## src/rtl/core/sspg_pkg.sv

```systemverilog
// Shared types and constants of the stepper step pulse generator.
`default_nettype none

package sspg_pkg;

    localparam logic [2:0] OP_TICK    = 3'd0;
    localparam logic [2:0] OP_STEP    = 3'd1;
    localparam logic [2:0] OP_ENABLE  = 3'd2;
    localparam logic [2:0] OP_DISABLE = 3'd3;
    localparam logic [2:0] OP_STOP    = 3'd4;

    localparam int CFG_IDX_W  = 2;
    localparam int CFG_DATA_W = 15;

    localparam logic [CFG_IDX_W-1:0] REG_RPM           = 2'd0;
    localparam logic [CFG_IDX_W-1:0] REG_STEPS_PER_REV = 2'd1;
    localparam logic [CFG_IDX_W-1:0] REG_MICROSTEPS    = 2'd2;
    localparam logic [CFG_IDX_W-1:0] REG_HAS_END_STOPS = 2'd3;

    localparam int DIVIDEND_W = 26;
    localparam int DIVISOR_W  = 15;
    localparam logic [DIVIDEND_W-1:0] US_PER_MINUTE = 26'd60000000;

    typedef enum logic [1:0] {
        DSEL_RPM,
        DSEL_SPR,
        DSEL_MS
    } div_sel_t;

    typedef struct packed {
        logic     exec_op;
        logic     latch_cmd;
        logic     div_start;
        div_sel_t div_sel;
        logic     finish;
    } dp_cmd_t;

    typedef struct packed {
        logic div_done;
        logic room;
    } dp_status_t;

    typedef struct packed {
        logic        running;
        logic [31:0] steps_left;
        logic        enable_n;
        logic        direction;
        logic        step_pulse;
    } result_t;

endpackage

`default_nettype wire

```

## src/rtl/core/sspg_div.sv

```systemverilog
// Restoring divider that produces one quotient bit per cycle.
`default_nettype none

module sspg_div (
    input  wire logic                           clk,
    input  wire logic                           rst_n,
    input  wire logic                           start,
    input  wire logic [sspg_pkg::DIVIDEND_W-1:0] dividend,
    input  wire logic [sspg_pkg::DIVISOR_W-1:0]  divisor,
    output logic                                done,
    output logic [sspg_pkg::DIVIDEND_W-1:0]      quotient
);
    import sspg_pkg::*;

    localparam int CNT_W = $clog2(DIVIDEND_W + 1);

    logic                  busy_reg;
    logic [CNT_W-1:0]      cnt_reg;
    logic                  done_reg;
    logic [DIVISOR_W-1:0]  dvs_reg;
    logic [DIVISOR_W-1:0]  rem_reg;
    logic [DIVISOR_W-1:0]  rem_next;
    logic [DIVIDEND_W-1:0] q_reg;
    logic [DIVIDEND_W-1:0] q_next;
    logic [DIVISOR_W:0]    trial;
    logic [DIVISOR_W:0]    diff;
    logic                  fits;

    always_comb
    begin
        trial    = {rem_reg, q_reg[DIVIDEND_W-1]};
        diff     = trial - {1'b0, dvs_reg};
        fits     = trial >= {1'b0, dvs_reg};
        rem_next = fits ? diff[DIVISOR_W-1:0] : trial[DIVISOR_W-1:0];
        q_next   = {q_reg[DIVIDEND_W-2:0], fits};
    end

    always_ff @(posedge clk or negedge rst_n)
    begin
        if (!rst_n)
        begin
            busy_reg <= 1'b0;
            cnt_reg  <= '0;
            done_reg <= 1'b0;
        end
        else
        begin
            done_reg <= 1'b0;
            if (start)
            begin
                busy_reg <= 1'b1;
                cnt_reg  <= CNT_W'(DIVIDEND_W);
            end
            else if (busy_reg)
            begin
                cnt_reg <= cnt_reg - 1'b1;
                if (cnt_reg == CNT_W'(1))
                begin
                    busy_reg <= 1'b0;
                    done_reg <= 1'b1;
                end
            end
        end
    end

    // The divisor is held for the whole division.
    always_ff @(posedge clk)
    begin
        if (start)
        begin
            dvs_reg <= divisor;
            rem_reg <= '0;
            q_reg   <= dividend;
        end
        else if (busy_reg)
        begin
            rem_reg <= rem_next;
            q_reg   <= q_next;
        end
    end

    assign done     = done_reg;
    assign quotient = q_reg;

endmodule

`default_nettype wire

```

## src/rtl/core/sspg_ctrl.sv

```systemverilog
// Controller that sequences item acceptance and the interval divisions.
`default_nettype none

module sspg_ctrl (
    input  wire logic                 clk,
    input  wire logic                 rst_n,
    input  wire logic                 in_valid,
    input  wire logic [2:0]           in_opcode,
    output logic                      in_ready,
    output sspg_pkg::dp_cmd_t         cmd,
    input  wire sspg_pkg::dp_status_t status
);
    import sspg_pkg::*;

    typedef enum logic [1:0] {
        ST_IDLE,
        ST_DIV_RPM,
        ST_DIV_SPR,
        ST_DIV_MS
    } state_t;

    state_t state_reg;
    state_t state_next;
    logic   accept;

    assign in_ready = (state_reg == ST_IDLE) && status.room;
    assign accept   = in_valid && in_ready;

    always_comb
    begin
        state_next = state_reg;
        cmd        = '0;
        cmd.div_sel = DSEL_RPM;
        case (state_reg)
            ST_IDLE:
            begin
                if (accept)
                begin
                    if (in_opcode == OP_STEP)
                    begin
                        cmd.latch_cmd = 1'b1;
                        cmd.div_start = 1'b1;
                        cmd.div_sel   = DSEL_RPM;
                        state_next    = ST_DIV_RPM;
                    end
                    else
                    begin
                        cmd.exec_op = 1'b1;
                    end
                end
            end
            ST_DIV_RPM:
            begin
                if (status.div_done)
                begin
                    cmd.div_start = 1'b1;
                    cmd.div_sel   = DSEL_SPR;
                    state_next    = ST_DIV_SPR;
                end
            end
            ST_DIV_SPR:
            begin
                if (status.div_done)
                begin
                    cmd.div_start = 1'b1;
                    cmd.div_sel   = DSEL_MS;
                    state_next    = ST_DIV_MS;
                end
            end
            ST_DIV_MS:
            begin
                if (status.div_done)
                begin
                    cmd.finish = 1'b1;
                    state_next = ST_IDLE;
                end
            end
            default:
            begin
                state_next = ST_IDLE;
            end
        endcase
    end

    always_ff @(posedge clk or negedge rst_n)
    begin
        if (!rst_n)
        begin
            state_reg <= ST_IDLE;
        end
        else
        begin
            state_reg <= state_next;
        end
    end

endmodule

`default_nettype wire

```

## src/rtl/core/sspg_dp.sv

```systemverilog
// Datapath: configuration, motion state, interval divider and output stage.
`default_nettype none

module sspg_dp #(
    parameter int INTERVAL_WIDTH = 26
) (
    input  wire logic                            clk,
    input  wire logic                            rst_n,
    input  wire logic                            cfg_we,
    input  wire logic [sspg_pkg::CFG_IDX_W-1:0]  cfg_index,
    input  wire logic [sspg_pkg::CFG_DATA_W-1:0] cfg_wdata,
    input  wire logic [2:0]                      in_opcode,
    input  wire logic [31:0]                     in_count,
    input  wire logic                            in_min,
    input  wire logic                            in_max,
    input  wire sspg_pkg::dp_cmd_t               cmd,
    output sspg_pkg::dp_status_t                 status,
    output logic                                 out_valid,
    input  wire logic                            out_ready,
    output sspg_pkg::result_t                    out_data
);
    import sspg_pkg::*;

    localparam logic [32:0] IV_MAX = (33'd1 << INTERVAL_WIDTH) - 33'd1;

    logic [14:0] rpm_reg;
    logic [14:0] spr_reg;
    logic [8:0]  ms_reg;
    logic        has_end_stops_reg;

    logic [31:0]               remaining_reg;
    logic [31:0]               remaining_next;
    logic                      dir_reg;
    logic                      dir_next;
    logic                      active_reg;
    logic                      active_next;
    logic [INTERVAL_WIDTH-1:0] interval_reg;
    logic [INTERVAL_WIDTH-1:0] interval_next;
    logic [INTERVAL_WIDTH-1:0] tick_reg;
    logic [INTERVAL_WIDTH-1:0] tick_next;
    logic [31:0]               cnt_reg;

    logic                      pulse;
    logic                      blocked;
    logic [INTERVAL_WIDTH-1:0] tick_inc;
    logic [31:0]               magnitude;
    logic [32:0]               q_ext;
    logic [INTERVAL_WIDTH-1:0] iv_sat;

    logic [DIVIDEND_W-1:0] div_dividend;
    logic [DIVISOR_W-1:0]  div_divisor;
    logic [DIVISOR_W-1:0]  div_raw;
    logic                  div_done;
    logic [DIVIDEND_W-1:0] div_quotient;

    result_t result;
    logic    produce;
    logic    take;
    logic    out_valid_reg;
    logic    skid_valid_reg;
    result_t out_data_reg;
    result_t skid_data_reg;

    always_ff @(posedge clk or negedge rst_n)
    begin
        if (!rst_n)
        begin
            rpm_reg           <= 15'd60;
            spr_reg           <= 15'd200;
            ms_reg            <= 9'd16;
            has_end_stops_reg <= 1'b1;
        end
        else if (cfg_we)
        begin
            case (cfg_index)
                REG_RPM:           rpm_reg           <= cfg_wdata;
                REG_STEPS_PER_REV: spr_reg           <= cfg_wdata;
                REG_MICROSTEPS:    ms_reg            <= cfg_wdata[8:0];
                REG_HAS_END_STOPS: has_end_stops_reg <= cfg_wdata[0];
                default:           ;
            endcase
        end
    end

    // A divisor register that holds zero divides as one.
    always_comb
    begin
        case (cmd.div_sel)
            DSEL_RPM: div_raw = rpm_reg;
            DSEL_SPR: div_raw = spr_reg;
            DSEL_MS:  div_raw = {6'd0, ms_reg};
            default:  div_raw = rpm_reg;
        endcase
        div_divisor  = (div_raw == '0) ? DIVISOR_W'(1) : div_raw;
        div_dividend = (cmd.div_sel == DSEL_RPM) ? US_PER_MINUTE : div_quotient;
    end

    sspg_div u_div (
        .clk      (clk),
        .rst_n    (rst_n),
        .start    (cmd.div_start),
        .dividend (div_dividend),
        .divisor  (div_divisor),
        .done     (div_done),
        .quotient (div_quotient)
    );

    always_ff @(posedge clk)
    begin
        if (cmd.latch_cmd)
        begin
            cnt_reg <= in_count;
        end
    end

    always_comb
    begin
        blocked   = has_end_stops_reg && (dir_reg ? in_min : in_max);
        tick_inc  = tick_reg + {{(INTERVAL_WIDTH-1){1'b0}}, 1'b1};
        magnitude = cnt_reg[31] ? (32'd0 - cnt_reg) : cnt_reg;
        q_ext     = {{(33-DIVIDEND_W){1'b0}}, div_quotient};
        iv_sat    = (q_ext > IV_MAX) ? IV_MAX[INTERVAL_WIDTH-1:0]
                                     : q_ext[INTERVAL_WIDTH-1:0];

        pulse          = 1'b0;
        remaining_next = remaining_reg;
        dir_next       = dir_reg;
        active_next    = active_reg;
        interval_next  = interval_reg;
        tick_next      = tick_reg;

        if (cmd.finish)
        begin
            dir_next      = ~cnt_reg[31];
            interval_next = iv_sat;
            active_next   = 1'b1;
            tick_next     = '0;
            if (magnitude != 32'd0)
            begin
                pulse          = 1'b1;
                remaining_next = magnitude - 32'd1;
            end
            else
            begin
                remaining_next = 32'd0;
            end
        end
        else if (cmd.exec_op)
        begin
            case (in_opcode)
                OP_TICK:
                begin
                    if (active_reg)
                    begin
                        if (tick_inc >= interval_reg)
                        begin
                            tick_next = '0;
                            if ((remaining_reg == 32'd0) || blocked)
                            begin
                                remaining_next = 32'd0;
                                active_next    = 1'b0;
                            end
                            else
                            begin
                                pulse          = 1'b1;
                                remaining_next = remaining_reg - 32'd1;
                            end
                        end
                        else
                        begin
                            tick_next = tick_inc;
                        end
                    end
                end
                OP_ENABLE:
                begin
                    active_next = 1'b1;
                    tick_next   = '0;
                end
                OP_DISABLE:
                begin
                    active_next = 1'b0;
                end
                OP_STOP:
                begin
                    remaining_next = 32'd0;
                    active_next    = 1'b0;
                end
                default: ;
            endcase
        end

        result.step_pulse = pulse;
        result.direction  = dir_next;
        result.enable_n   = ~active_next;
        result.steps_left = remaining_next;
        result.running    = active_next;
    end

    always_ff @(posedge clk or negedge rst_n)
    begin
        if (!rst_n)
        begin
            remaining_reg <= 32'd0;
            dir_reg       <= 1'b1;
            active_reg    <= 1'b0;
            interval_reg  <= '0;
            tick_reg      <= '0;
        end
        else
        begin
            remaining_reg <= remaining_next;
            dir_reg       <= dir_next;
            active_reg    <= active_next;
            interval_reg  <= interval_next;
            tick_reg      <= tick_next;
        end
    end

    // Output register with one skid entry behind it.
    assign produce = cmd.exec_op | cmd.finish;
    assign take    = out_valid_reg && out_ready;

    always_ff @(posedge clk or negedge rst_n)
    begin
        if (!rst_n)
        begin
            out_valid_reg  <= 1'b0;
            skid_valid_reg <= 1'b0;
        end
        else if (take)
        begin
            if (skid_valid_reg)
            begin
                skid_valid_reg <= 1'b0;
            end
            else
            begin
                out_valid_reg <= produce;
            end
        end
        else if (produce)
        begin
            if (out_valid_reg)
            begin
                skid_valid_reg <= 1'b1;
            end
            else
            begin
                out_valid_reg <= 1'b1;
            end
        end
    end

    always_ff @(posedge clk)
    begin
        if (take && skid_valid_reg)
        begin
            out_data_reg <= skid_data_reg;
        end
        else if (produce && (take || !out_valid_reg))
        begin
            out_data_reg <= result;
        end
        if (produce && out_valid_reg && !take)
        begin
            skid_data_reg <= result;
        end
    end

    assign status.div_done = div_done;
    assign status.room     = ~skid_valid_reg;
    assign out_valid       = out_valid_reg;
    assign out_data        = out_data_reg;

    a_skid_behind_out: assert property (@(posedge clk) disable iff (!rst_n)
        skid_valid_reg |-> out_valid_reg)
        else $error("skid entry held without a valid output entry");

    a_no_overflow: assert property (@(posedge clk) disable iff (!rst_n)
        produce |-> !skid_valid_reg)
        else $error("result produced while the skid entry is full");

    a_finish_runs: assert property (@(posedge clk) disable iff (!rst_n)
        cmd.finish |=> (active_reg && out_valid_reg))
        else $error("step command did not start the motion");

    a_single_cmd: assert property (@(posedge clk) disable iff (!rst_n)
        !(cmd.exec_op && (cmd.finish || cmd.div_start)))
        else $error("plain opcode overlaps a step command sequence");

endmodule

`default_nettype wire

```

## src/rtl/core/stepper_step_pulse_generator.sv

```systemverilog
// Top level of the stepper step pulse generator.
//
// Items enter on the s_ stream: s_tuser carries the opcode (tick, step
// command, enable, disable, stop) and s_tdata the signed step count and the
// two limit switch levels. Every accepted item yields exactly one result
// item on the m_ stream with the pulse flag, direction, driver enable,
// remaining steps and running flag after that item.
// Ticks, enable, disable and stop are accepted one per cycle while no step
// command runs and the skid entry is free, their result registered on acceptance.
// A step command runs three restoring divisions in series for the pulse
// interval; its result comes when the last one is done. The user must write
// the configuration port only while idle; the block itself does not enforce it.
// An output register with one skid entry decouples the sides: when the
// receiver stalls, one more item is still accepted, then s_tready drops
// until the output drains.
// Reset restores the default rpm, steps per revolution, microsteps and end
// stop setting, clears the step count, sets the positive direction and
// disables the driver.
`default_nettype none

module stepper_step_pulse_generator #(
    parameter int INTERVAL_WIDTH = 26
) (
    input  wire logic        clk,
    input  wire logic        rst_n,
    input  wire logic        cfg_we,
    input  wire logic [1:0]  cfg_index,
    input  wire logic [14:0] cfg_wdata,
    input  wire logic        s_tvalid,
    output logic             s_tready,
    // Fields from bit 0: step_count[31:0], min_switch, max_switch, zero pad.
    input  wire logic [39:0] s_tdata,
    // Fields from bit 0: opcode[2:0].
    input  wire logic [2:0]  s_tuser,
    output logic             m_tvalid,
    input  wire logic        m_tready,
    // Fields from bit 0: step_pulse, direction, enable_n, steps_left[31:0],
    // running, zero pad.
    output logic [39:0]      m_tdata
);
    import sspg_pkg::*;

    dp_cmd_t    cmd;
    dp_status_t status;
    result_t    out_data;

    sspg_ctrl u_ctrl (
        .clk       (clk),
        .rst_n     (rst_n),
        .in_valid  (s_tvalid),
        .in_opcode (s_tuser),
        .in_ready  (s_tready),
        .cmd       (cmd),
        .status    (status)
    );

    sspg_dp #(
        .INTERVAL_WIDTH (INTERVAL_WIDTH)
    ) u_dp (
        .clk       (clk),
        .rst_n     (rst_n),
        .cfg_we    (cfg_we),
        .cfg_index (cfg_index),
        .cfg_wdata (cfg_wdata),
        .in_opcode (s_tuser),
        .in_count  (s_tdata[31:0]),
        .in_min    (s_tdata[32]),
        .in_max    (s_tdata[33]),
        .cmd       (cmd),
        .status    (status),
        .out_valid (m_tvalid),
        .out_ready (m_tready),
        .out_data  (out_data)
    );

    assign m_tdata = {4'd0, out_data};

endmodule

`default_nettype wire

```

## config.mk

```make
export PLATFORM = sky130hd
export DESIGN_NAME = stepper_step_pulse_generator
export DESIGN_NICKNAME = d
export VERILOG_FILES = /design/src/rtl/core/sspg_pkg.sv /design/src/rtl/core/sspg_div.sv /design/src/rtl/core/sspg_ctrl.sv /design/src/rtl/core/sspg_dp.sv /design/src/rtl/core/stepper_step_pulse_generator.sv
export SDC_FILE = /design/constraint.sdc
export NUM_CORES = 1
export LEC_CHECK = 0
export BUFFER_PORTS_ARGS = -buffer_cell sky130_fd_sc_hd__buf_2
export CAP_MARGIN = 20
export CORE_ASPECT_RATIO = 1.4
export CORE_MARGIN = 3
export CORE_UTILIZATION = 30
export DETAILED_ROUTE_END_ITERATION = 8
export PLACE_DENSITY = 0.46
export SLEW_MARGIN = 20
export SYNTH_ARGS = -nofsm -noshare
export SYNTH_HDL_FRONTEND = slang
export SYNTH_HIERARCHICAL = 1
export SYNTH_SLANG_ARGS = --single-unit
```

## constraint.sdc

```tcl
create_clock -name clk -period 6.5 [get_ports clk]
set_clock_uncertainty 0.2 [all_clocks]
set_input_delay 1.3 -clock clk [delete_from_list [all_inputs] [get_ports clk]]
set_output_delay 1.3 -clock clk [all_outputs]
set_load 0.005 [all_outputs]
```

## Word level (Yosys, flattened, before mapping)

Cells that the tools add are included.

- Register bits after elaboration: 297
- Bits of input ports: 65
- Output and inout bits: 42
- Word-level logic and storage cells: 160

- $add $sub $neg: 6
- $lt $le $gt $ge: 2
- Equality and inequality tests: 21
- Multiplexer cells: 63
- Bitwise logic cells: 4
- Reductions and logical operators: 35

Operators by type and width:

| operator | number |
|---|---|
| 2-to-1 mux 32 bit | 7 |
| 2-to-1 mux 26 bit | 7 |
| 2-to-1 mux 36 bit | 2 |
| one-hot mux 32 bit (2 select lines) | 1 |
| subtractor 32 x 1 -> 32 bit (second input constant) | 2 |
| one-hot mux 26 bit (2 select lines) | 1 |
| zero test 32 bit | 1 |
| nonzero test 32 bit | 1 |
| subtractor 1 x 32 -> 32 bit (first input constant) | 1 |
| one-hot mux 15 bit (2 select lines) | 1 |
| 2-to-1 mux 1 bit | 28 |
| adder 26 x 1 -> 26 bit (second input constant) | 1 |
| greater-or-equal comparator 26 bit | 1 |
| greater-or-equal comparator 16 x 15 -> 1 bit | 1 |
| zero test 15 bit | 1 |
| 2-to-1 mux 15 bit | 1 |
| 2-to-1 mux 5 bit | 3 |
| subtractor 15 bit | 1 |
| AND reduction 2 bit | 7 |
| 2-to-1 mux 2 bit | 6 |
| == test 2 bit (second input constant) | 5 |
| != test 2 x 1 -> 1 bit (second input constant) | 5 |
| nonzero test 2 bit | 5 |
| one-hot mux 3 bit (3 select lines) | 1 |
| other kinds (23) | 41 |

## Longest topological paths before layout

Gate-level depths: netlist of run 1.

- Word-level depth: 12
- Depth in mapped cells: 21

## Hierarchy

Netlist of run 1, hierarchy kept.

Modules (own cells, without submodules):

| module | times used | cells an instance | area each (µm²) | sequential area each (µm²) |
|---|---|---|---|---|
| sspg_dp | 1 | 1,283 | 13,078.8 | 6,338.6 |
| sspg_div | 1 | 302 | 3,480.8 | 1,706.6 |
| sspg_ctrl | 1 | 34 | 271.5 | 50.0 |
| stepper_step_pulse_generator | 1 | 5 | 33.8 | 0.0 |

## Least setup slack after synthesis of run 1

OpenSTA, ideal clock, no wires.

- Path kind: reg-to-reg
- Start point: reg u_dp.tick_reg[6]
- End point: reg u_dp.out_data_reg (netlist bit u_dp/out_data[24]) (data pin)
- Setup time: 0.130 ns
- Arrival: 4.855 ns
- Setup slack: 1.315 ns
- Stages on the path, launching flop included: 21
- Cells stage by stage: dfrtp_1 -> and3_1 -> nand4_1 -> nor2_1 -> nand2_1 -> nor2_1 -> and3_1 -> clkbuf_1 -> nand3_1 -> xnor2_1 -> ha_1 -> nand4_1 -> nor4_1 -> nand2_1 -> o32ai_1 -> o21ai_0 -> clkbuf_1 -> or4b_2 -> a21oi_1 -> a221o_1 -> mux2_2

- Longest elaborated chain between the ends: 9

Ends and longest elaborated chain:

| item | RTL line | source |
|---|---|---|
| start: declaration | sspg_dp.sv:39 | `logic [INTERVAL_WIDTH-1:0] tick_reg;` |
| start signal: assignment | sspg_dp.sv:216 | `tick_reg <= tick_next;` |
| adder 26 x 1 -> 26 bit | sspg_dp.sv:119 | `tick_inc = tick_reg + {{(INTERVAL_WIDTH-1){1'b0}}, 1'b1};` |
| greater-or-equal comparator 26 bit | sspg_dp.sv:155 | `if (tick_inc >= interval_reg)` |
| 2-to-1 mux 32 bit | sspg_dp.sv:155 |  |
| 2-to-1 mux 32 bit | sspg_dp.sv:153 | `if (active_reg)` |
| one-hot mux 32 bit (2 select lines) | sspg_dp.sv:150 | `case (in_opcode)` |
| 2-to-1 mux 32 bit | sspg_dp.sv:148 | `else if (cmd.exec_op)` |
| 2-to-1 mux 32 bit | sspg_dp.sv:132 | `if (cmd.finish)` |
| via u_dp.remaining_next[21] | sspg_dp.sv:32 | `logic [31:0] remaining_next;` |
| 2-to-1 mux 36 bit | sspg_dp.sv:261 | `else if (produce && (take \|\| !out_valid_reg))` |
| 2-to-1 mux 36 bit | sspg_dp.sv:257 | `if (take && skid_valid_reg)` |
| end signal: assignment | sspg_dp.sv:259 | `out_data_reg <= skid_data_reg;` |
| end signal: assignment | sspg_dp.sv:263 | `out_data_reg <= result;` |
| end: declaration | sspg_dp.sv:61 | `result_t out_data_reg;` |

The timed path passes the listed nets, and every way through them passes these cells. The select of a mux whose other input is x is not followed.
A chain may end at the register's enable or synchronous reset.

## Worst setup path in the final report of run 1

- Start point: reg u_dp.tick_reg[6]
- End point: reg u_dp.out_data_reg (netlist bit u_dp/out_data[7]) (data pin)

The elaborated chain is that of the path after synthesis.

==> summary.txt, run 1 <==
Timing
  • Max Slew Vio Count: 0
  • Slew @ Worst Pin: roughly 1.0 ns
  • Slew HR: 0.314
  • RSZ-0062 raised after global routing: no
  • Final Cycle Share: 0.857
  • Hold Violations, Final: 0
  • # setup viols final: 0
  • Min cycle time layout: around 5.6 ns
  • Min Hold Slack: between 0.2 and 0.3 ns
  • Fmax: 0.179 GHz
  • Final TNS setup: 0 ns

Logic synthesis
  • Simple-gate share of the synthesized area: 0.162
  • Post-synthesis mux area share: 0.0671
  • Main combinational cell family by area after synthesis: simple AND/OR/NAND/NOR gates
  • Yosys Warn Count: 6
  • Number of synthesized register bits: between 200 and 300
  • Sequential area share after synthesis: 0.480
  • Mapped Cells: between 1500 and 2000
  • Syn avg cell area: 10.4 um2
  • Number of synthesized flops with an enable pin: between 100 and 150
  • Async SR Flop Fraction: 0.461
  • Cell Area, Synth: 16900 um2
  • Post-synthesis compound-gate area fraction: 0.162
  • Post-synth top flop: edfxtp_1
  • Post-synthesis xor/xnor area fraction: 0.0441
  • Adder-cell share of the synthesized area: 0.0420
  • Synth unique cells: between 100 and 150

Die
  • Die ar.: approximately 60000 um2
  • Initial Util: 0.304
  • Row count: a little over 100
  • Die X: just over 200 um
  • Die Y: between 200 and 300 um
  • IO Pins: around 110
  • Core ar.: about 56000 um2

Finish
  • Share of cells above drive strength 1: 0.190
  • Area growth, synth to finish: 14.5%
  • Fillers: 5645
  • Fin nets: ~1800

Placed design
  • HPWL Detailed: ~34000 um
  • GPL Wtd Cong: slightly below 0.9
  • Port Buffer Count: 96

Setup path
  • Arrival @ worst endpoint: about 5.6 ns
  • Cell breakdown of the critical path: and3_1, nand4_1, nor2_1, nand2_1, nor2_1, and3_1, nand3_1, xnor2_1, ha_1, nand4_1, nor4_1, nand2_1, o32ai_1, o21ai_1, buf_4, o311a_1, a21oi_1, o22ai_1, mux2_2
  • Critical path type: flop to flop
  • Crit path max fanout: 29
  • Slowest cell on the critical path: nor4_1
  • Slowest stage delay, CP: between 0.4 and 0.5 ns
  • Critical Path Sink Type: flop
  • Startpoint types: flop
  • Crit path required time: around 6.6 ns

Global routing
  • Initial antenna violation count: 3
  • Grt total ovfl: 0
  • Pin count of the biggest net entering global routing: 56
  • First-pass GRT wire length: just over 70000 um
  • Global Route Usage Sum: 0.154
  • Vias in the first global route: approximately 13000

Clocking
  • Post-CTS Resized: 0
  • Hold Buf Count CTS: 0
  • TritonCTS clock tree: built
  • Root Buffer: clkbuf_16
  • Clock Latency Late Sink: between 0.5 and 0.6 ns
  • Worst-path clk slew: approximately 0.060 ns
  • CTS buffer count: 35
  • Clk sinks: ~300
  • H-Tree Depth: 2
  • Setup repair bufs after CTS: 0
  • Clock Tree Buf Depth: 3

Route
  • Pre-antenna DRT Iters: 5
  • WL final: 46000 um
  • DRC Markers: 0
  • Via/cell ratio: just over 5
  • DR vias: roughly 13000
  • Wire per inst: about 19 um
  • ANT nets after route: 0
  • DR iter-0 viols: between 500 and 600

Job
  • Max-Cap Viols: 0

Min path
  • Hold WC Path Type: flop to flop

Power and ir drop
  • Max VDD drop: between 0.00015 and 0.0002 V
  • Static Leak: 7.39 nW
  • Pwr Density: around 260 nW/um2

Outcome
  • Status: finished clean
==> worst max-delay path, delay by kind of cell, from the launching register on <==
kind | cells | cell delay, ns
XOR/XNOR | 1 | 0.15
flip-flops | 1 | 0.41
AO/OA/AOI/OAI | 5 | 1.18
buffers and inverters | 1 | 0.24
multiplexers | 1 | 0.33
AND/OR/NAND/NOR | 10 | 2.48
adder cells (fa/ha/maj) | 1 | 0.29
==> metrics by stage <==
step	area (um2)	total power [mW]	utilization	worst slack, ns	std cells
finish	19300	5.12	0.348	0.928	2463
global route	19300	5.38	0.348	0.485	2460
CTS	19300	5.20	0.348	0.922	2459
detailed placement	18100	3.14	0.326	0.946	2395
global placement	18100	3.11	0.326	0.990	2394
floorplan	16900	2.96	-	1.32	1627
==> power by group <==
part | switching [mW] | leakage [nW] | internal, mW
registers | 0.104 | 3.11 | 2.15
clock network | 0.810 | 0.565 | 1.20
logic | 0.446 | 3.71 | 0.400
total | 1.36 | 7.39 | 3.76
==> final cells by class <==
class,instances,area [um2],share of cell area
clock inverters,18,224,0.0116
clock buffers,46,947,0.0490
well taps,728,911,0.0472
flip-flops and latches,297,8100,0.419
repair buffers,124,713,0.0369
multi-input cells,1170,8130,0.421
inverters,77,289,0.0150
diodes,3,7.51,0.000389
==> layout by cell type (no fill, tap or decap), drive strengths merged, types with 11 or more instances in the layout <==
master and n:
o21ai 110, inv 83, dfrtp 127, nor4 20, xor2 29, edfxtp 145, or2 18, nand2b 14
xnor2 56, o31ai 15, ha 55, o22ai 15, a21o 26, nor3b 13, mux2i 11, nand3 40
a21oi 60, or3 22, a22o 21, mux2 90, o41ai 12, dfxtp 15, nand2 132, a22oi 16
nor3 47, buf 124, nor2b 27, nand4 15, nor2 129, a31oi 17, clkbuf 46, and3 14
==> cell usage after synthesis, types with 15 or more instances <==
cell type  count  area, um2
xor2_1        29        254
nand2_1      129        484
nor2b_1       27        169
or3_1         21        131
nor3_1        46        230
ha_1          55        688
a21oi_1       59        295
inv_1         77        289
nor4_1        18        113
clkbuf_1      55        206
o21ai_0      103        515
edfxtp_1     145       4350
a22oi_1       16        120
a21o_1        26        195
dfxtp_1       15        300
mux2_2        88        991
a31oi_1       17        106
nand3_1       39        195
dfrtp_1      127       3180
xnor2_1       56        490
or2_2         15       93.8
nor2_1       128        480
a22o_1        21        184
==> worst paths after layout <==
check | startpoint | end | slack (ns) | depth (start not counted)
max in group asynchronous | rst_n | u_dp/interval_reg[15] | 4.50 | 2
max reg2reg | u_dp/tick_reg[6] | u_dp/out_data[7] | 0.93 | 19
max | u_dp/tick_reg[6] | u_dp/out_data[7] | 0.93 | 19
min in group asynchronous | rst_n | u_dp/rpm_reg[10] | 0.54 | 1
min | u_dp/u_div/rem_reg[7] | u_dp/u_div/rem_reg[7] | 0.28 | 2
min reg2reg | u_dp/u_div/rem_reg[7] | u_dp/u_div/rem_reg[7] | 0.28 | 2
==> logic make-up after synthesis <==
| group | after synthesis |
|---|---|
| multiplexers | 101 |
| AND/OR/NAND/NOR | 534 |
| XOR/XNOR | 85 |
| AO/OA/AOI/OAI | 390 |
| adder cells (fa/ha/maj) | 56 |
| buffers and inverters | 160 |
| other | 1 |
| flip-flops | 297 |
==> routing by layer <==
layer	vias to the layer above	share of wire	GRT usage
li1	6161	-	-
met2	228	0.53	0.287
met3	90	0.033	0.0214
met1	6125	0.40	0.176
met4	0	0.036	0.0576
met5	-	0	0
No activity file was read; power rests on OpenSTA's default activity.
==> run 2, diff against run 1 <==
==> constraint.sdc (replaced) <==
create_clock -name clk -period 7.1 [get_ports clk]
set_clock_uncertainty 0.2 [all_clocks]
set_input_delay 1.42 -clock clk [delete_from_list [all_inputs] [get_ports clk]]
set_output_delay 1.42 -clock clk [all_outputs]
set_load 0.005 [all_outputs]
==> run 2 against run 1 <==
Against the previous run:
- final cell count decreased by 0.41%
- combinational power decreased by 9.0%
- fmax decreased by 2.6%
==> summary.txt, run 2 (synthesis results as in run 1) <==
Die
  • Initial Util: 0.304 (unchanged)
  • Die X: 206 um (unchanged)
  • Row count: 102 (unchanged)
  • IO Pins: 107 (unchanged)
  • Die ar.: 59100 um2 (unchanged)
  • Core ar.: 55500 um2 (unchanged)
  • Die Y: 287 um (unchanged)

Power and ir drop
  • Static Leak: 7.32 nW (-0.83%)
  • Sw Ratio: 0.272 (+0.00628)
  • Sequential power share: 0.452 (+0.010)
  • Clock group share of total power: 0.380 (-0.013)
  • Pwr Density: 239 nW/um2 (-9.9%)
  • Switch Pwr: 1.25 mW (-8.3%)
  • Int Pwr: 3.34 mW (-11%)
  • Design Power: 4.58 mW (-10%)
  • Combinational cell fraction of total power: 0.168 (+0.003)
  • Max VDD drop: 0.000174 V (-1.6%)

Route
  • DR vias: 12600 (+0.063%)
  • DR iter-0 viols: 531 (-6.3%)
  • Wire per inst: 18.7 um (about the same)
  • ANT nets after route: 0 (unchanged)
  • WL final: 45800 um (-0.41%)
  • Pre-antenna DRT Iters: 5 (unchanged)
  • Via/cell ratio: 5.14 (+0.47%)
  • DRC Markers: 0 (unchanged)

Setup path
  • Critical Path Source: u_dp/tick_reg[6]
  • Startpoint types: flop
  • Crit path max fanout: 29 (unchanged)
  • CP top delay family: simple AND/OR/NAND/NOR gates
  • Critical R2R Launch: u_dp/tick_reg[6]
  • Arrival @ worst endpoint: 5.81 ns (+0.17 ns)
  • R2R Setup Slk: 1.38 ns (+0.45 ns)
  • Crit path required time: 7.19 ns (+0.62 ns)
  • Slowest stage delay, CP: 0.46 ns (about the same)
  • Slowest cell on the critical path: nor4_1
  • R2R cell count: 20 (+1)
  • Critical Path Sink Type: flop
  • R2r endpoint: u_dp/out_data[22]
  • Critical path type: flop to flop
  • Number of cells on the critical path: 20 (+1)
  • WP buf/inv: 2 (+1)
  • Cell breakdown of the critical path: and3_1, nand4_1, nor2_1, nand2_1, nor2_1, and3_1, nand3_1, xnor2_1, ha_1, nand4_1, nor4_1, nand2_1, o32ai_1, buf_4, o21ai_1, buf_4, o311a_1, a21oi_1, o21ai_0, mux2_2

Clocking
  • H-Tree Depth: 2 (unchanged)
  • Clk sinks: 297 (unchanged)
  • CTS buffer count: 34 (-2.9%)
  • Worst-path clk slew: 0.06 ns (about the same)
  • Clock Tree Buf Depth: 3 (unchanged)
  • Setup repair bufs after CTS: 0 (unchanged)
  • Clock Latency Late Sink: 0.54 ns (about the same)
  • Hold Buf Count CTS: 0 (unchanged)
  • Root Buffer: clkbuf_16
  • Post-CTS Resized: 0 (unchanged)
  • TritonCTS clock tree: built

Min path
  • Hold WC Path Type: flop to flop
  • WHS Path Cells: 2 (unchanged)
  • Min-delay src: u_dp/u_div/rem_reg[4]
  • Worst Hold End: u_dp/u_div/rem_reg[4]

Finish
  • Commonest non-fill, non-tap cells in the layout: edfxtp_1, nand2_1, nor2_1
  • Most common cell after layout, fill and taps aside: edfxtp_1
  • Share of cells above drive strength 1: 0.187 (-0.00249)
  • Area growth, synth to finish: 13.8%
  • Fin nets: 1818 (-0.44%)

Timing
  • Max Slew Vio Count: 0 (unchanged)
  • # setup viols final: 0 (unchanged)
  • Hold Violations, Final: 0 (unchanged)
  • Final Cycle Share: 0.806 (-0.0514)
  • RSZ-0062 raised after global routing: no
  • Min cycle time layout: 5.72 ns (+0.150 ns)
  • Slew @ Worst Pin: 1.06 ns (+0.0316 ns)
  • Fmax: 0.175 GHz (-2.6%)
  • Slew HR: 0.289 (-0.0250)
  • Final TNS setup: 0 ns (unchanged)

Placed design
  • GPL Wtd Cong: 0.866 (-1.0%)
  • Port Buffer Count: 96 (unchanged)
  • HPWL Detailed: 33500 um (-0.64%)

Global routing
  • First-pass GRT wire length: 72500 um (+0.36%)
  • Initial antenna violation count: 3 (unchanged)
  • Pin count of the biggest net entering global routing: 73 (+30%)
  • Vias in the first global route: 12900 (-0.13%)
  • Global Route Usage Sum: 0.154 (+0.000334)
  • Grt total ovfl: 0 (unchanged)

Job
  • Max-Cap Viols: 0 (unchanged)

Outcome
  • Status: finished clean
## run 2: cell types whose count changed in the layout (fill, tap and decap cells not counted), sizes merged
cell    change
buf         -7
bufinv      -3
clkinv      +2
diode       -1
inv         -1
## run 2: per-stage QoR
stage / cell area, um2 / hold WS (ns) / instances / setup slack (ns) / util
final: 19200 / 0.276 / 2453 / 1.38 / 0.346
after global routing: 19200 / 0.306 / 2451 / 0.863 / 0.346
after detailed placement: 18100 / 0.273 / 2388 / 1.33 / 0.326
after floorplan: 16900 / 0.244 / 1627 / 1.85 / -
after global placement: 18000 / 0.274 / 2387 / 1.40 / 0.325
after CTS: 19200 / 0.281 / 2450 / 1.31 / 0.345
## run 2: final cells by class
class	instances	area, um2
clock inverter	16	144
fill	5670	36300
multi-input combinational	1170	8130
antenna	2	5.00
inverter	77	289
tap	728	911
clock buffer	46	957
sequential	297	8100
timing repair buffer	117	661
## run 2: worst max-delay path by stage
stage	endpoint	slack, ns
floorplan	u_dp/skid_data_reg[0]	1.85
global placement	u_dp/out_data[23]	1.40
detailed placement	u_dp/out_data[22]	1.33
CTS	u_dp/out_data[22]	1.31
global route	u_dp/out_data[22]	0.86
finish	u_dp/out_data[22]	1.38
## run 2: power by group through the flow
| stage | Sequential, mW | Combinational, mW | Clock [mW] |
|---|---|---|---|
| 3_3_place_gp | 2.10 | 0.749 | 0 |
| 3_5_place_dp | 2.10 | 0.770 | 0 |
| 4_1_cts | 2.07 | 0.775 | 1.81 |
| 5_1_grt | 2.09 | 0.856 | 1.88 |
| 6_report | 2.07 | 0.770 | 1.74 |
| 2_1_floorplan | 2.07 | 0.642 | 0 |
## run 2: per-layer routing
layer | routed length (um) | up-vias | part of all wire | GRT usage
met3 | 1680 | 96 | 0.037 | 0.0210
met4 | 1940 | 0 | 0.042 | 0.0669
met5 | 0 | - | 0 | 0
met2 | 24200 | 235 | 0.53 | 0.283
li1 | - | 6136 | - | -
met1 | 18100 | 6145 | 0.39 | 0.177
## run 2: tightest hold or removal path: cells and delay by family, from the launching register on
family | cells | cell delay (ns)
AOI/OAI and AO/OA | 1 | 0.05
and+or+nand+nor | 1 | 0.06
DFF | 1 | 0.33
==> run 3, diff against run 2 <==
==> constraint.sdc (replaced) <==
create_clock -name clk -period 5.95 [get_ports clk]
set_clock_uncertainty 0.2 [all_clocks]
set_input_delay 1.19 -clock clk [delete_from_list [all_inputs] [get_ports clk]]
set_output_delay 1.19 -clock clk [all_outputs]
set_load 0.005 [all_outputs]
==> run 3 against run 2 <==
Against the previous run:
- total power grew 21%
- sequential share of layout area shrank 0.33 points
- sequential power grew 19%
- routed wire length grew 0.59%
- die area is the same
- via count grew 0.44%
- register-to-register slack lost 0.91 ns
- highest routed layer unchanged
==> summary.txt, run 3 (synthesis results as in run 1) <==
Timing
  • Slew @ Worst Pin: 1.06 ns (+0.00437 ns)
  • # setup viols final: 0 (unchanged)
  • Final Cycle Share: 0.921 (+0.115)
  • Min cycle time layout: 5.48 ns (-0.241 ns)
  • Max Slew Vio Count: 0 (unchanged)
  • Final TNS setup: 0 ns (unchanged)
  • RSZ-0062 raised after global routing: no
  • Slew HR: 0.293 (+0.00358)
  • Fmax: 0.182 GHz (+4.4%)
  • Hold Violations, Final: 0 (unchanged)

Clocking
  • Clock Tree Buf Depth: 3 (unchanged)
  • CTS buffer count: 35 (+2.9%)
  • Worst-path clk slew: 0.06 ns (about the same)
  • Root Buffer: clkbuf_16
  • Clk sinks: 297 (unchanged)
  • Setup repair bufs after CTS: 0 (unchanged)
  • Post-CTS Resized: 0 (unchanged)
  • TritonCTS clock tree: built
  • Clock Latency Late Sink: 0.54 ns (about the same)
  • H-Tree Depth: 2 (unchanged)
  • Hold Buf Count CTS: 0 (unchanged)

Finish
  • Fin nets: 1832 (+0.77%)
  • Area of the multi-input gates: 8130 um2 (about the same)
  • Share of cells above drive strength 1: 0.192 (+0.00471)
  • Area growth, synth to finish: 14.7%
  • Post-route cell area: 19300 um2 (+0.80%)
  • Reg area: 8100 um2 (unchanged)
  • Commonest non-fill, non-tap cells in the layout: edfxtp_1, nand2_1, nor2_1
  • Most common cell after layout, fill and taps aside: edfxtp_1
  • Fillers: 5680 (+0.18%)

Setup path
  • Critical path type: flop to flop
  • Startpoint types: flop
  • Slowest cell on the critical path: nor4_1
  • Critical Path Sink Type: flop
  • Slowest stage delay, CP: 0.48 ns (+0.02 ns)
  • Crit path max fanout: 29 (unchanged)
  • Crit path required time: 6.03 ns (-1.16 ns)
  • Arrival @ worst endpoint: 5.56 ns (-0.25 ns)
  • Cell breakdown of the critical path: and3_1, nand4_1, nor2_1, nand2_1, nor2_1, and3_1, nand3_1, xnor2_1, ha_1, nand4_1, nor4_1, nand2_1, o32ai_1, o21ai_1, buf_12, o311a_1, a21oi_1, o21ai_0, mux2_2

Route
  • Via/cell ratio: 5.13 (-0.13%)
  • WL final: 46100 um (+0.59%)
  • DRC Markers: 0 (unchanged)
  • ANT nets after route: 0 (unchanged)
  • Pre-antenna DRT Iters: 4 (-1)
  • DR vias: 12700 (+0.44%)
  • DR iter-0 viols: 603 (+14%)
  • Wire per inst: 18.7 um (about the same)

Power and ir drop
  • Int Pwr: 4.06 mW (+22%)
  • Clock group share of total power: 0.388 (+0.008)
  • Sequential power share: 0.446 (-0.006)
  • Design Power: 5.53 mW (+21%)
  • Pwr Density: 286 nW/um2 (+20%)
  • Max VDD drop: 0.000195 V (+12%)
  • Sw Ratio: 0.266 (-0.00639)
  • Combinational cell fraction of total power: 0.166 (-0.002)
  • Switch Pwr: 1.47 mW (+18%)
  • Static Leak: 7.41 nW (+1.2%)

Die
  • IO Pins: 107 (unchanged)
  • Core ar.: 55500 um2 (unchanged)
  • Row count: 102 (unchanged)
  • Die ar.: 59100 um2 (unchanged)
  • Die X: 206 um (unchanged)
  • Die Y: 287 um (unchanged)
  • Initial Util: 0.304 (unchanged)

Global routing
  • Pin count of the biggest net entering global routing: 91 (+25%)
  • Grt total ovfl: 0 (unchanged)
  • Global Route Usage Sum: 0.156 (+0.00229)
  • Initial antenna violation count: 4 (+1)
  • Vias in the first global route: 13000 (+1.2%)
  • First-pass GRT wire length: 73400 um (+1.4%)

Placed design
  • GPL Wtd Cong: 0.873 (+0.73%)
  • HPWL Detailed: 33800 um (+0.86%)
  • Dpl cell area: 18200 um2 (+0.70%)
  • Port Buffer Count: 96 (unchanged)

Min path
  • Hold WC Path Type: flop to flop

Outcome
  • Status: finished clean

Job
  • Max-Cap Viols: 0 (unchanged)
[run 3: path summary, 6_finish.rpt]
check,cells past startpoint,end,slack (ns),start
worst max-delay path,19,u_dp/out_data[22],0.47,u_dp/tick_reg[6]
worst min-delay path,2,u_dp/u_div/rem_reg[4],0.28,u_dp/u_div/rem_reg[4]
worst min register to register,2,u_dp/u_div/rem_reg[4],0.28,u_dp/u_div/rem_reg[4]
worst max register to register,19,u_dp/out_data[22],0.47,u_dp/tick_reg[6]
min in group asynchronous,1,u_dp/remaining_reg[5],0.53,rst_n
max in group asynchronous,2,u_dp/u_div/cnt_reg[4],3.90,rst_n
[run 3: worst max-delay path: cells and delay by family, from the launching register on]
family	cells	cell delay, ns
AO/OA/AOI/OAI	5	1.17
buffers and inverters	1	0.19
multiplexers	1	0.35
adder cells (fa/ha/maj)	1	0.29
flip-flops	1	0.42
AND/OR/NAND/NOR	10	2.46
XOR/XNOR	1	0.15
[run 3: per-layer routing]
metal	wire length [um]	vias to the layer above	track usage
li1	-	6159	-
met1	18300	6181	0.180
met2	24600	240	0.290
met3	1610	88	0.0226
met4	1650	0	0.0599
met5	0	-	0
[run 3: metrics by stage]
stage | setup slack [ns] | instances | hold slack (ns) | util
floorplan | 0.765 | 1627 | 0.244 | -
detailed placement | 0.396 | 2402 | 0.278 | 0.328
global placement | 0.494 | 2400 | 0.270 | 0.327
CTS | 0.392 | 2466 | 0.288 | 0.348
finish | 0.469 | 2467 | 0.282 | 0.348
global route | 0.0264 | 2466 | 0.305 | 0.348
[run 3: layout make-up]
class,count,share of cell area
clock inverter,14,0.00711
antenna,1,0.000129
clock buffer,50,0.0519
multi-input combinational,1170,0.420
sequential,297,0.418
inverter,77,0.0149
timing repair buffer,130,0.0404
tap,728,0.0471
[run 3: power groups by stage]
stage,clock network (mW),registers (mW),logic [mW]
global placement,0,2.50,0.895
detailed placement,0,2.51,0.919
CTS,2.23,2.47,0.926
global route,2.30,2.49,1.03
floorplan,0,2.47,0.766
finish,2.14,2.47,0.918
